==> config.mk <==
export PLATFORM = sky130hd
export DESIGN_NAME = utf8_stream_decoder_core_flat
export DESIGN_NICKNAME = d
export VERILOG_FILES = /design/src/rtl/core/u8d_pkg.sv /design/src/rtl/core/u8d_if.sv /design/src/rtl/core/utf8_stream_decoder_core.sv /design/src/rtl/core/u8d_datapath.sv /design/src/rtl/core/u8d_ctrl.sv /design/src/flat_wrapper.sv
export SDC_FILE = /design/constraint.sdc
export NUM_CORES = 1
export LEC_CHECK = 0
export BUFFER_PORTS_ARGS = -buffer_cell sky130_fd_sc_hd__buf_2
export CORE_ASPECT_RATIO = 0.5
export CORE_UTILIZATION = 52
export CTS_BUF_LIST = sky130_fd_sc_hd__clkbuf_4 sky130_fd_sc_hd__clkbuf_8
export DETAILED_ROUTE_END_ITERATION = 8
export PLACE_DENSITY = 0.73
export SYNTH_ARGS = -nofsm -noshare
export SYNTH_HDL_FRONTEND = slang
export SYNTH_SLANG_ARGS = --single-unit
==> constraint.sdc <==
create_clock -name i_clk -period 12.85 [get_ports i_clk]
set_input_delay 0.6425 -clock i_clk [delete_from_list [all_inputs] [get_ports i_clk]]
set_output_delay 0.6425 -clock i_clk [all_outputs]
set_load 0.02 [all_outputs]
==> src/rtl/core/u8d_pkg.sv <==
// types, constants and helpers shared by the utf-8 stream decoder core
// no dependencies
package u8d_pkg;

    localparam int unsigned CpW      = 21;
    localparam int unsigned BufDepth = 4;
    localparam int unsigned CntW     = 3;

    localparam logic [CpW-1:0] CpReplace = 21'h00FFFF;
    localparam logic [CpW-1:0] CpMin2    = 21'h000080;
    localparam logic [CpW-1:0] CpMin3    = 21'h000800;
    localparam logic [CpW-1:0] CpMax3    = 21'h00FFFF;

    localparam logic [7:0] ContMask  = 8'hC0;
    localparam logic [7:0] ContTag   = 8'h80;
    localparam logic [7:0] Lead2Mask = 8'hE0;
    localparam logic [7:0] Lead2Tag  = 8'hC0;
    localparam logic [7:0] Lead3Mask = 8'hF0;
    localparam logic [7:0] Lead3Tag  = 8'hE0;

    typedef struct packed {
        logic [7:0] in_byte;
        logic       end_of_buffer;
    } t_in_item;

    typedef struct packed {
        logic [CpW-1:0] code_point;
        logic           is_invalid;
        logic           last_of_run;
    } t_out_item;

    typedef enum logic {
        S_IDLE,
        S_DECODE
    } t_state;

    // controller to datapath
    typedef struct packed {
        logic append;     // take the accepted byte into the buffer
        logic step;       // retire the front sequence into the hold register
        logic push;       // move the hold register to the output register
        logic push_last;  // mark the pushed result as the last of its run
    } t_cmd;

    // datapath to controller
    typedef struct packed {
        logic empty;      // no bytes buffered
        logic wait_more;  // front sequence incomplete, more bytes needed
        logic hold_v;     // a result waits in the hold register
        logic out_free;   // output register can take a result this cycle
    } t_status;

    function automatic logic is_cont(input logic [7:0] b);
        return (b & ContMask) == ContTag;
    endfunction

endpackage

==> src/rtl/core/u8d_if.sv <==
// stream channel interfaces for the utf-8 decoder input and output
// depends on u8d_pkg for the payload types
interface u8d_in_if;
    logic               valid;
    logic               ready;
    u8d_pkg::t_in_item  data;

    modport source (output valid, output data, input ready);
    modport sink   (input valid, input data, output ready);
endinterface

interface u8d_out_if;
    logic               valid;
    logic               ready;
    u8d_pkg::t_out_item data;

    modport source (output valid, output data, input ready);
    modport sink   (input valid, input data, output ready);
endinterface

==> src/rtl/core/utf8_stream_decoder_core.sv <==
// utf-8 stream decoder core: one byte per input transfer, code points out
// a byte is taken while idle; the decode loop then retires each result it settles
// into the hold register and pushes it on when the output register is free
// no new byte is taken until the decode loop ends; the datapath has a single evaluator
// reset: synchronous active-low i_rst_n clears the buffer count, the state and valids
// depends on u8d_pkg, u8d_if, u8d_ctrl, u8d_datapath
module utf8_stream_decoder_core (
    input  logic   i_clk,
    input  logic   i_rst_n,
    u8d_in_if.sink    i_in,
    u8d_out_if.source o_out
);
    import u8d_pkg::*;

    t_cmd    cmd;
    t_status status;
    logic    in_ready;

    // controller: accepts a byte when idle, then steps the decode loop;
    // each result waits in a hold register until the next evaluation shows
    // whether another result follows, which sets last_of_run
    u8d_ctrl u_ctrl (
        .i_clk      (i_clk),
        .i_rst_n    (i_rst_n),
        .i_in_valid (i_in.valid),
        .o_in_ready (in_ready),
        .i_status   (status),
        .o_cmd      (cmd)
    );

    // datapath: up to four buffered bytes, evaluator, hold and output register;
    // the output register lets the next byte transfer in while a result waits
    u8d_datapath u_dp (
        .i_clk       (i_clk),
        .i_rst_n     (i_rst_n),
        .i_in_data   (i_in.data),
        .i_cmd       (cmd),
        .o_status    (status),
        .i_out_ready (o_out.ready),
        .o_out_valid (o_out.valid),
        .o_out_data  (o_out.data)
    );

    assign i_in.ready = in_ready;
endmodule

==> src/rtl/core/u8d_datapath.sv <==
// byte buffer, front sequence evaluation, hold and output registers
// depends on u8d_pkg
module u8d_datapath (
    input  logic                i_clk,
    input  logic                i_rst_n,
    input  u8d_pkg::t_in_item   i_in_data,
    input  u8d_pkg::t_cmd       i_cmd,
    output u8d_pkg::t_status    o_status,
    input  logic                i_out_ready,
    output logic                o_out_valid,
    output u8d_pkg::t_out_item  o_out_data
);
    import u8d_pkg::*;

    logic [7:0]     r_buf [BufDepth];
    logic [7:0]     n_buf [BufDepth];
    logic [CntW-1:0] r_cnt;
    logic [CntW-1:0] n_cnt;
    logic           r_eob;
    logic [CpW-1:0] r_hold_cp;
    logic           r_hold_inv;
    logic           r_hold_v;
    t_out_item      r_out;
    logic           r_out_v;

    // front sequence evaluation
    logic [7:0]     lead;
    logic [CntW-1:0] need;
    logic [CntW-1:0] use_n;
    logic           miss;
    logic           shrt;
    logic           bad;
    logic           wait_more;
    logic           empty;
    logic [CpW-1:0] cp;
    logic [CpW-1:0] res_cp;

    always_comb begin
        lead      = r_buf[0];
        empty     = (r_cnt == '0);
        wait_more = 1'b0;
        bad       = 1'b0;
        cp        = {13'b0, lead};
        use_n     = CntW'(1);
        miss      = 1'b0;

        if ((lead & Lead2Mask) == Lead2Tag) begin
            need = CntW'(2);
        end else if ((lead & Lead3Mask) == Lead3Tag) begin
            need = CntW'(3);
        end else begin
            need = CntW'(4);
        end
        // first non-continuation among the bytes present settles it as bad
        for (int j = 1; j < BufDepth; j++) begin
            if (CntW'(j) < need && CntW'(j) < r_cnt && !is_cont(r_buf[j])) begin
                miss = 1'b1;
            end
        end
        shrt = (r_cnt < need);

        if (empty) begin
            bad = 1'b0;
        end else if (!lead[7]) begin
            cp = {13'b0, lead};
        end else if (is_cont(lead)) begin
            bad = 1'b1;
        end else if (miss) begin
            bad = 1'b1;
        end else if (shrt) begin
            if (r_eob) begin
                bad = 1'b1;
            end else begin
                wait_more = 1'b1;
            end
        end else begin
            unique case (need)
                CntW'(2): begin
                    cp  = {10'b0, lead[4:0], r_buf[1][5:0]};
                    bad = cp < CpMin2;
                end
                CntW'(3): begin
                    cp  = {5'b0, lead[3:0], r_buf[1][5:0], r_buf[2][5:0]};
                    bad = cp < CpMin3;
                end
                default: begin
                    cp  = {lead[2:0], r_buf[1][5:0], r_buf[2][5:0], r_buf[3][5:0]};
                    bad = cp <= CpMax3;
                end
            endcase
            if (cp == CpReplace) begin
                bad = 1'b1;
            end
            if (!bad) begin
                use_n = need;
            end
        end
        res_cp = bad ? CpReplace : cp;
    end

    // buffer shift by the consumed length, or append of a new byte
    always_comb begin
        for (int i = 0; i < BufDepth; i++) begin
            n_buf[i] = r_buf[i];
        end
        n_cnt = r_cnt;
        if (i_cmd.append) begin
            n_buf[r_cnt[1:0]] = i_in_data.in_byte;
            n_cnt             = r_cnt + CntW'(1);
        end else if (i_cmd.step) begin
            for (int i = 0; i < BufDepth; i++) begin
                if (CntW'(i) + use_n < CntW'(BufDepth)) begin
                    n_buf[i] = r_buf[2'(CntW'(i) + use_n)];
                end
            end
            n_cnt = r_cnt - use_n;
        end
    end

    always_ff @(posedge i_clk) begin
        for (int i = 0; i < BufDepth; i++) begin
            r_buf[i] <= n_buf[i];
        end
        if (i_cmd.append) begin
            r_eob <= i_in_data.end_of_buffer;
        end
        if (i_cmd.step) begin
            r_hold_cp  <= res_cp;
            r_hold_inv <= bad;
        end
        if (i_cmd.push) begin
            r_out.code_point  <= r_hold_cp;
            r_out.is_invalid  <= r_hold_inv;
            r_out.last_of_run <= i_cmd.push_last;
        end
    end

    always_ff @(posedge i_clk) begin
        if (!i_rst_n) begin
            r_cnt    <= '0;
            r_hold_v <= 1'b0;
            r_out_v  <= 1'b0;
        end else begin
            r_cnt <= n_cnt;
            if (i_cmd.step) begin
                r_hold_v <= 1'b1;
            end else if (i_cmd.push) begin
                r_hold_v <= 1'b0;
            end
            if (i_cmd.push) begin
                r_out_v <= 1'b1;
            end else if (i_out_ready) begin
                r_out_v <= 1'b0;
            end
        end
    end

    assign o_status.empty     = empty;
    assign o_status.wait_more = wait_more;
    assign o_status.hold_v    = r_hold_v;
    assign o_status.out_free  = !r_out_v || i_out_ready;
    assign o_out_valid        = r_out_v;
    assign o_out_data         = r_out;

    a_cnt_range: assert property (@(posedge i_clk) disable iff (!i_rst_n)
        r_cnt <= CntW'(BufDepth))
        else $error("buffer count out of range");

    a_push_needs_hold: assert property (@(posedge i_clk) disable iff (!i_rst_n)
        i_cmd.push |-> r_hold_v && (!r_out_v || i_out_ready))
        else $error("push without a held result or with a full output");

    a_step_settled: assert property (@(posedge i_clk) disable iff (!i_rst_n)
        i_cmd.step |-> !empty && !wait_more)
        else $error("step on an empty or incomplete buffer");

    a_append_fills: assert property (@(posedge i_clk) disable iff (!i_rst_n)
        i_cmd.append |=> r_cnt != '0)
        else $error("append left the buffer empty");
endmodule

==> src/rtl/core/u8d_ctrl.sv <==
// controller state machine: input transfer, decode loop and result pushes
// depends on u8d_pkg
module u8d_ctrl (
    input  logic              i_clk,
    input  logic              i_rst_n,
    input  logic              i_in_valid,
    output logic              o_in_ready,
    input  u8d_pkg::t_status  i_status,
    output u8d_pkg::t_cmd     o_cmd
);
    import u8d_pkg::*;

    t_state r_state;
    t_state n_state;
    logic   done;

    assign done = i_status.empty || i_status.wait_more;

    always_comb begin
        n_state = r_state;
        unique case (r_state)
            S_IDLE: begin
                if (i_in_valid) begin
                    n_state = S_DECODE;
                end
            end
            S_DECODE: begin
                if (done && (!i_status.hold_v || i_status.out_free)) begin
                    n_state = S_IDLE;
                end
            end
            default: n_state = S_IDLE;
        endcase
    end

    always_comb begin
        o_cmd      = '0;
        o_in_ready = 1'b0;
        unique case (r_state)
            S_IDLE: begin
                o_in_ready   = 1'b1;
                o_cmd.append = i_in_valid;
            end
            S_DECODE: begin
                if (!done) begin
                    // new result: the held one is known not to be last
                    if (!i_status.hold_v) begin
                        o_cmd.step = 1'b1;
                    end else if (i_status.out_free) begin
                        o_cmd.step = 1'b1;
                        o_cmd.push = 1'b1;
                    end
                end else if (i_status.hold_v && i_status.out_free) begin
                    o_cmd.push      = 1'b1;
                    o_cmd.push_last = 1'b1;
                end
            end
            default: o_cmd = '0;
        endcase
    end

    always_ff @(posedge i_clk) begin
        if (!i_rst_n) begin
            r_state <= S_IDLE;
        end else begin
            r_state <= n_state;
        end
    end

    a_idle_no_hold: assert property (@(posedge i_clk) disable iff (!i_rst_n)
        r_state == S_IDLE |-> !i_status.hold_v)
        else $error("idle with a result still held");

    a_last_ends_run: assert property (@(posedge i_clk) disable iff (!i_rst_n)
        o_cmd.push && o_cmd.push_last |=> r_state == S_IDLE)
        else $error("last result pushed but decode continues");

    a_append_only_idle: assert property (@(posedge i_clk) disable iff (!i_rst_n)
        o_cmd.append |-> r_state == S_IDLE && !o_cmd.step && !o_cmd.push)
        else $error("append overlaps decode");
endmodule
==> src/flat_wrapper.sv <==
// flat-port wrapper written by rule: the top's interface ports become plain ports
module utf8_stream_decoder_core_flat import u8d_pkg::*;
  (i_clk, i_rst_n, i_in_valid, i_in_data, i_in_ready, o_out_valid, o_out_data, o_out_ready);
  u8d_in_if i_in_i ();
  u8d_out_if o_out_i ();
  input  logic i_clk;
  input  logic i_rst_n;
  input wire logic [$bits(i_in_i.valid)-1:0] i_in_valid;
  input wire logic [$bits(i_in_i.data)-1:0] i_in_data;
  output wire logic [$bits(i_in_i.ready)-1:0] i_in_ready;
  output wire logic [$bits(o_out_i.valid)-1:0] o_out_valid;
  output wire logic [$bits(o_out_i.data)-1:0] o_out_data;
  input wire logic [$bits(o_out_i.ready)-1:0] o_out_ready;
  assign i_in_i.valid = i_in_valid;
  assign i_in_i.data = i_in_data;
  assign i_in_ready = i_in_i.ready;
  assign o_out_valid = o_out_i.valid;
  assign o_out_data = o_out_i.data;
  assign o_out_i.ready = o_out_ready;
  utf8_stream_decoder_core u_core (.i_clk(i_clk), .i_rst_n(i_rst_n), .i_in(i_in_i), .o_out(o_out_i));
endmodule
# Yosys cells after proc, flatten, opt, wreduce, memory -nomap -nowiden

Memories as Yosys holds them, arrays and structs flattened.
Cells that the tools add are included.

$add $sub $neg: 5
$lt $le $gt $ge: 16
Equal/unequal tests: 9
Mux-type cells: 69
Bitwise operators: 3
Reductions and logical operators: 23

Operators with widths:

| cell                                                   | number |
|---|---|
| 2-to-1 mux 21 bit                                      | 5 |
| 2-to-1 mux 16 bit                                      | 5 |
| 2-to-1 mux 32 bit                                      | 2 |
| case mux 21 bit (2 select lines)                       | 1 |
| 2-to-1 mux 8 bit                                       | 5 |
| 2-to-1 mux 1 bit                                       | 34 |
| 2-to-1 mux 3 bit                                       | 11 |
| bitwise mux 32 bit                                     | 1 |
| == test 21 x 16 -> 1 bit (second input constant)       | 1 |
| <= comparator 21 x 16 -> 1 bit (second input constant) | 1 |
| demux 8 bit (select 2 bit)                             | 1 |
| < comparator 16 x 12 -> 1 bit (second input constant)  | 1 |
| < comparator 2 x 3 -> 1 bit (first input constant)     | 4 |
| < comparator 3 bit (second input constant)             | 4 |
| < comparator 11 x 8 -> 1 bit (second input constant)   | 1 |
| logical AND 1 bit                                      | 9 |
| == test 2 bit (second input constant)                  | 4 |
| adder 2 x 3 -> 3 bit (first input constant)            | 2 |
| == test 3 x 2 -> 1 bit (second input constant)         | 2 |
| < comparator 1 x 3 -> 1 bit (first input constant)     | 2 |
| nonzero test 2 bit                                     | 3 |
| OR reduction 6 bit                                     | 1 |
| zero test 1 bit                                        | 5 |
| == test 4 bit (second input constant)                  | 1 |
| 14 further kinds                                       | 19 |

Register bits after elaboration: 52
RAM bits: 32
Input port bits: 13
Output and inout bits: 25
Word-level logic and storage cells: 137
Memories kept: 1

Memory list:

| memory            | depth | bits a word | rd ports | clocked after Yosys merged registers in | wr ports | line               | text |
|---|---|---|---|---|---|---|---|
| u_core.u_dp.r_buf | 4     | 8           | 8        | 0                                       | 4        | u8d_datapath.sv:15 | `logic [7:0] r_buf [BufDepth];` |

# Depth between registers and ports, before layout

An unclocked memory read counts as a cell.

Depth after elaboration: 32
Depth in mapped cells: 21
Mapped depth without buffers: 18

# Cells and area by module

A second synthesis with hierarchy kept.

Cells, all modules: 490
Area total of the unflattened synthesis: 4918.5 um2

Modules (own cells, without submodules):

| module       | instances | cells an instance | area an instance (um2) | seq. area each (um2) |
|---|---|---|---|---|
| u8d_datapath | 1         | 480               | 4837.1                 | 2442.3 |
| u8d_ctrl     | 1         | 10                | 81.3                   | 20.0 |

# Worst setup path before layout

OpenSTA, ideal clock, no wires.

Path type: register -> register
Start point: memory u_core.u_dp.r_buf[0][6]
End point: register u_core.u_dp.r_cnt[2]
Library setup time: 87 ps
Data arrival time: 4610 ps
Required time: 12763 ps
Path slack: 8153 ps
Cell stages (with the launch flop): 21
Path buffers: 4
Clock period less this slack: 4697 ps
Path through: edfxtp_1 buf_2 nand2_1 nor2_1 clkinv_1 ha_1 o21ai_0 a22oi_1 nand4bb_1 nor2_1 o211ai_2 buf_2 ha_1 clkbuf_1 buf_1 nand2_1 fa_1 nand2b_1 mux2i_1 o21ai_0 o31ai_1

RTL lines:

| item                 | line                | text |
|---|---|---|
| start, declared      | u8d_datapath.sv:15  |  |
| end signal, assigned | u8d_datapath.sv:144 | `r_cnt <= n_cnt;` |
| end, declared        | u8d_datapath.sv:17  | `logic [CntW-1:0] r_cnt;` |

==> flow_summary.json <==
{
  "dr.pass1.iters": 5,
  "criticalPathCategory": "reg2reg",
  "numCtsBuffers": 9,
  "slew_headroom_pct": 9.65,
  "fin_crit_sh_pct": 48.5,
  "portBuffers": 37,
  "grt_pass1_wl_um": 17700,
  "ys.flop_type": "edfxtp_1",
  "grt-ovfl-total": 0,
  "postCtsHoldBufs": 0,
  "clk_path_buf_depth": 2,
  "reg2reg_to": "u_core.u_dp.r_cnt[2]",
  "syn_avg_cell_area_um2": 10.7,
  "antenna_left": 0,
  "drc": 0,
  "syn_to_final_growth_pct": 7.68,
  "ir_worst_vdd_v": 0.0000673,
  "r2r-start": "u_core.u_dp.r_buf[0][5]",
  "fin_util_pct": 58.4,
  "worstMarginPinSlew_ps": 1340,
  "hp-class": "reg2reg",
  "async_flop_share_pct": 0,
  "holdPathEnd": "u_core.u_dp.o_out_data[12]",
  "diodes": 0,
  "grt_pass1_vias": 3283,
  "seq_area_frac_synth_pct": 51.6,
  "routed_wl_um": 11400,
  "slew_violations": 0,
  "cts_tree": "yes",
  "skew_ps": 7.86,
  "max_cap_violations": 0,
  "gp_congestion": 0.982,
  "worstPathArrival_ps": 6520,
  "core_area_um2": 8800,
  "synthCells": 447,
  "cp-end-kind": "register",
  "status": "complete, no violations",
  "syn_nets": 466,
  "power_uw": 803,
  "placementRows": 24,
  "initial_utilization_pct": 54.2,
  "wl_met2_um": 4760,
  "seq_area_um2": 2460,
  "multi_input_area_um2": 2110,
  "track_usage_pct": 24.9,
  "rsz0062_at_grt": "no",
  "met3_length_um": 1030,
  "top_layer": "met4",
  "synth-edff-count": 78,
  "vias_per_cell": 6.30,
  "drt_iter0_drc": 427,
  "required_ps": 13130,
  "wire_per_inst_um": 19.5,
  "clock-root-buffer": "clkbuf_8",
  "fin_crit_ps": 6230,
  "fill_cells": 739,
  "synth_warnings": 0,
  "critPathMaxFanout": 27,
  "grt_max_degree": 33,
  "hold_viol_final": 0,
  "antenna_found_initial": 0,
  "nNetsFinal": 484,
  "p_leak_uw": 0.00187,
  "r2r_slack_ps": 6620,
  "h-tree-depth": 3,
  "ys_types": 62,
  "cp-start-kind": "register",
  "holdPathStages": 0,
  "post-place-ws_ps": 6760,
  "dieArea_um2": 9590,
  "wl_met1_um": 5450,
  "path_clk_slew_ps": 90,
  "fmax_ghz": 0.160,
  "setup_tns_ps": 0,
  "fp.dieH_um": 69.7,
  "drive_gt1_share_pct": 15.1,
  "vias": 3697,
  "die_w_um": 137,
  "min_from": "u_core.u_dp.r_hold_cp[10]",
  "setup_viol": 0,
  "cts_num_sinks": 84,
  "cts_resized": 0,
  "layout_setup_ws_ps": 6620,
  "reg2reg_depth": 16,
  "post_cts_buffers": 0,
  "dpl.hpwl_um": 7850,
  "ioPinCount": 38,
  "worstSkewPairLatency_ps": 370,
  "ys_ff_latch": 84,
  "power_per_cell_area_nw_per_um2": 156,
  "netlist_area_um2": 4770
}
==> power breakdown <==
| part | leakage [µW] | total, µW | internal (µW) | switching, µW |
|---|---|---|---|---|
| logic | 0.00101 | 219 | 86.1 | 133 |
| registers | 0.000773 | 410 | 356 | 53.2 |
| clock network | 0.0000921 | 174 | 73.0 | 101 |
==> cells in the mapped netlist, types with 2 or more instances <==
cell type	count	area, µm²
ha_1	5	62.6
or3_1	4	25.0
a22o_1	13	114
inv_1	8	30.0
buf_1	3	11.3
o21ai_1	5	25.0
clkbuf_1	13	48.8
nand3b_1	4	30.0
a221o_1	9	90.1
nor2_1	27	101
a211oi_1	2	15.0
edfxtp_1	78	2340
buf_2	9	45.0
a21o_1	3	22.5
o211ai_2	2	25.0
mux2i_1	31	310
a21boi_0	4	30.0
o22ai_1	3	18.8
a221oi_1	3	26.3
and4b_1	2	20.0
buf_4	5	37.5
o21ai_0	34	170
and3_1	9	56.3
and3b_1	3	26.3
a22oi_1	2	15.0
and2_1	2	12.5
o2111ai_1	4	35.0
o211ai_1	7	52.6
a21oi_1	20	100
nor2b_1	10	62.6
nor3b_1	2	15.0
nor3_1	16	80.1
a21bo_2	2	20.0
nand2_1	52	195
nand2b_1	5	31.3
or2_2	2	12.5
dfxtp_1	6	120
o31ai_1	2	15.0
buf_6	2	22.5
mux2_2	6	67.6
nand3_1	7	35.0
==> layout by cell type, fill, tap and decap left out, types with 6 or more instances in the layout <==
| cell | Yosys | routed |
|---|---|---|
| a221o_1 | 9 | 9 |
| nand2_1 | 52 | 52 |
| mux2i_1 | 31 | 31 |
| o21ai_0 | 34 | 34 |
| and3_1 | 9 | 9 |
| nand3_1 | 7 | 7 |
| a22o_1 | 13 | 13 |
| inv_1 | 8 | 8 |
| nor2_1 | 27 | 26 |
| o211ai_1 | 7 | 7 |
| nor3_1 | 16 | 16 |
| nor2b_1 | 10 | 10 |
| clkbuf_8 | 0 | 9 |
| a21oi_1 | 20 | 20 |
| buf_2 | 9 | 37 |
| edfxtp_1 | 78 | 78 |
| dfxtp_1 | 6 | 6 |
| mux2_2 | 6 | 6 |
==> worst max-delay path, stage by stage, from the launching register on <==
cell	delay, ps
edfxtp_1	680
and2_1	310
nor2_1	150
clkinv_1	270
ha_1	370
o21ai_0	70
a22oi_1	380
nand4bb_1	690
nor2_1	610
o211ai_2	570
ha_1	840
nand2_1	160
fa_1	480
nand2b_1	160
mux2i_1	220
o21ai_0	110
o31ai_1	80
==> logic make-up (layout without fill, tap and decap cells) <==
group | Yosys count | after routing | synth area share, %
mux | 37 | 37 | 7.92
simple gates | 150 | 150 | 15.7
flops | 84 | 84 | 51.6
fa+ha+maj | 6 | 6 | 1.73
xor+xnor | 1 | 1 | 0.184
buf+inv | 42 | 65 | 4.25
compound gates | 127 | 127 | 18.6
==> area by class of cell <==
class	instances	share of cell area (%)
Clock buffer	9	2.41
Clock inverter	7	1.14
Inverter	10	0.731
Multi-Input combinational cell	321	41.0
Sequential cell	84	47.9
Tap cell	117	2.85
Timing Repair Buffer	39	3.90
==> per-layer routing <==
layer  global-route usage, %  vias up
li1                        -     1736
met1                    38.0     1749
met2                    34.5      195
met3                    5.04       17
met4                    8.79        0
met5                       0        -
==> stage by stage <==
stage	area, µm²	hold WS [ps]	cells
6_report	5140	419	587
5_1_grt	5140	424	587
4_1_cts	5140	421	587
3_5_place_dp	4950	405	571
3_3_place_gp	4950	401	571
2_1_floorplan	4770	400	447
==> registers in the layout, indices dropped and copies added, names as in the netlist <==
signal                   cells
u_core.u_dp.r_hold_inv       1
u_core.u_dp.o_out_valid      1
u_core.u_dp.r_hold_v         1
u_core.u_dp.r_eob            1
u_core.u_dp.r_cnt            3
u_core.u_dp.r_buf           32
u_core.u_dp.r_hold_cp       21
u_core.u_ctrl.r_state        1
u_core.u_dp.o_out_data      23
==> worst max path at each step <==
stage / start / end / slack [ps] / cells after the start
floorplan: u_core.u_dp.r_buf[0][6] / u_core.u_dp.r_cnt[2] / 8150 / 20
global placement: u_core.u_dp.r_buf[0][5] / u_core.u_dp.r_cnt[2] / 7000 / 16
detailed placement: u_core.u_dp.r_buf[0][5] / u_core.u_dp.r_cnt[2] / 6760 / 16
CTS: u_core.u_dp.r_buf[0][5] / u_core.u_dp.r_cnt[2] / 6740 / 16
global route: u_core.u_dp.r_buf[0][5] / u_core.u_dp.r_cnt[2] / 6060 / 16
finish: u_core.u_dp.r_buf[0][5] / u_core.u_dp.r_cnt[2] / 6620 / 16
Power figures use the tool's default switching activity.
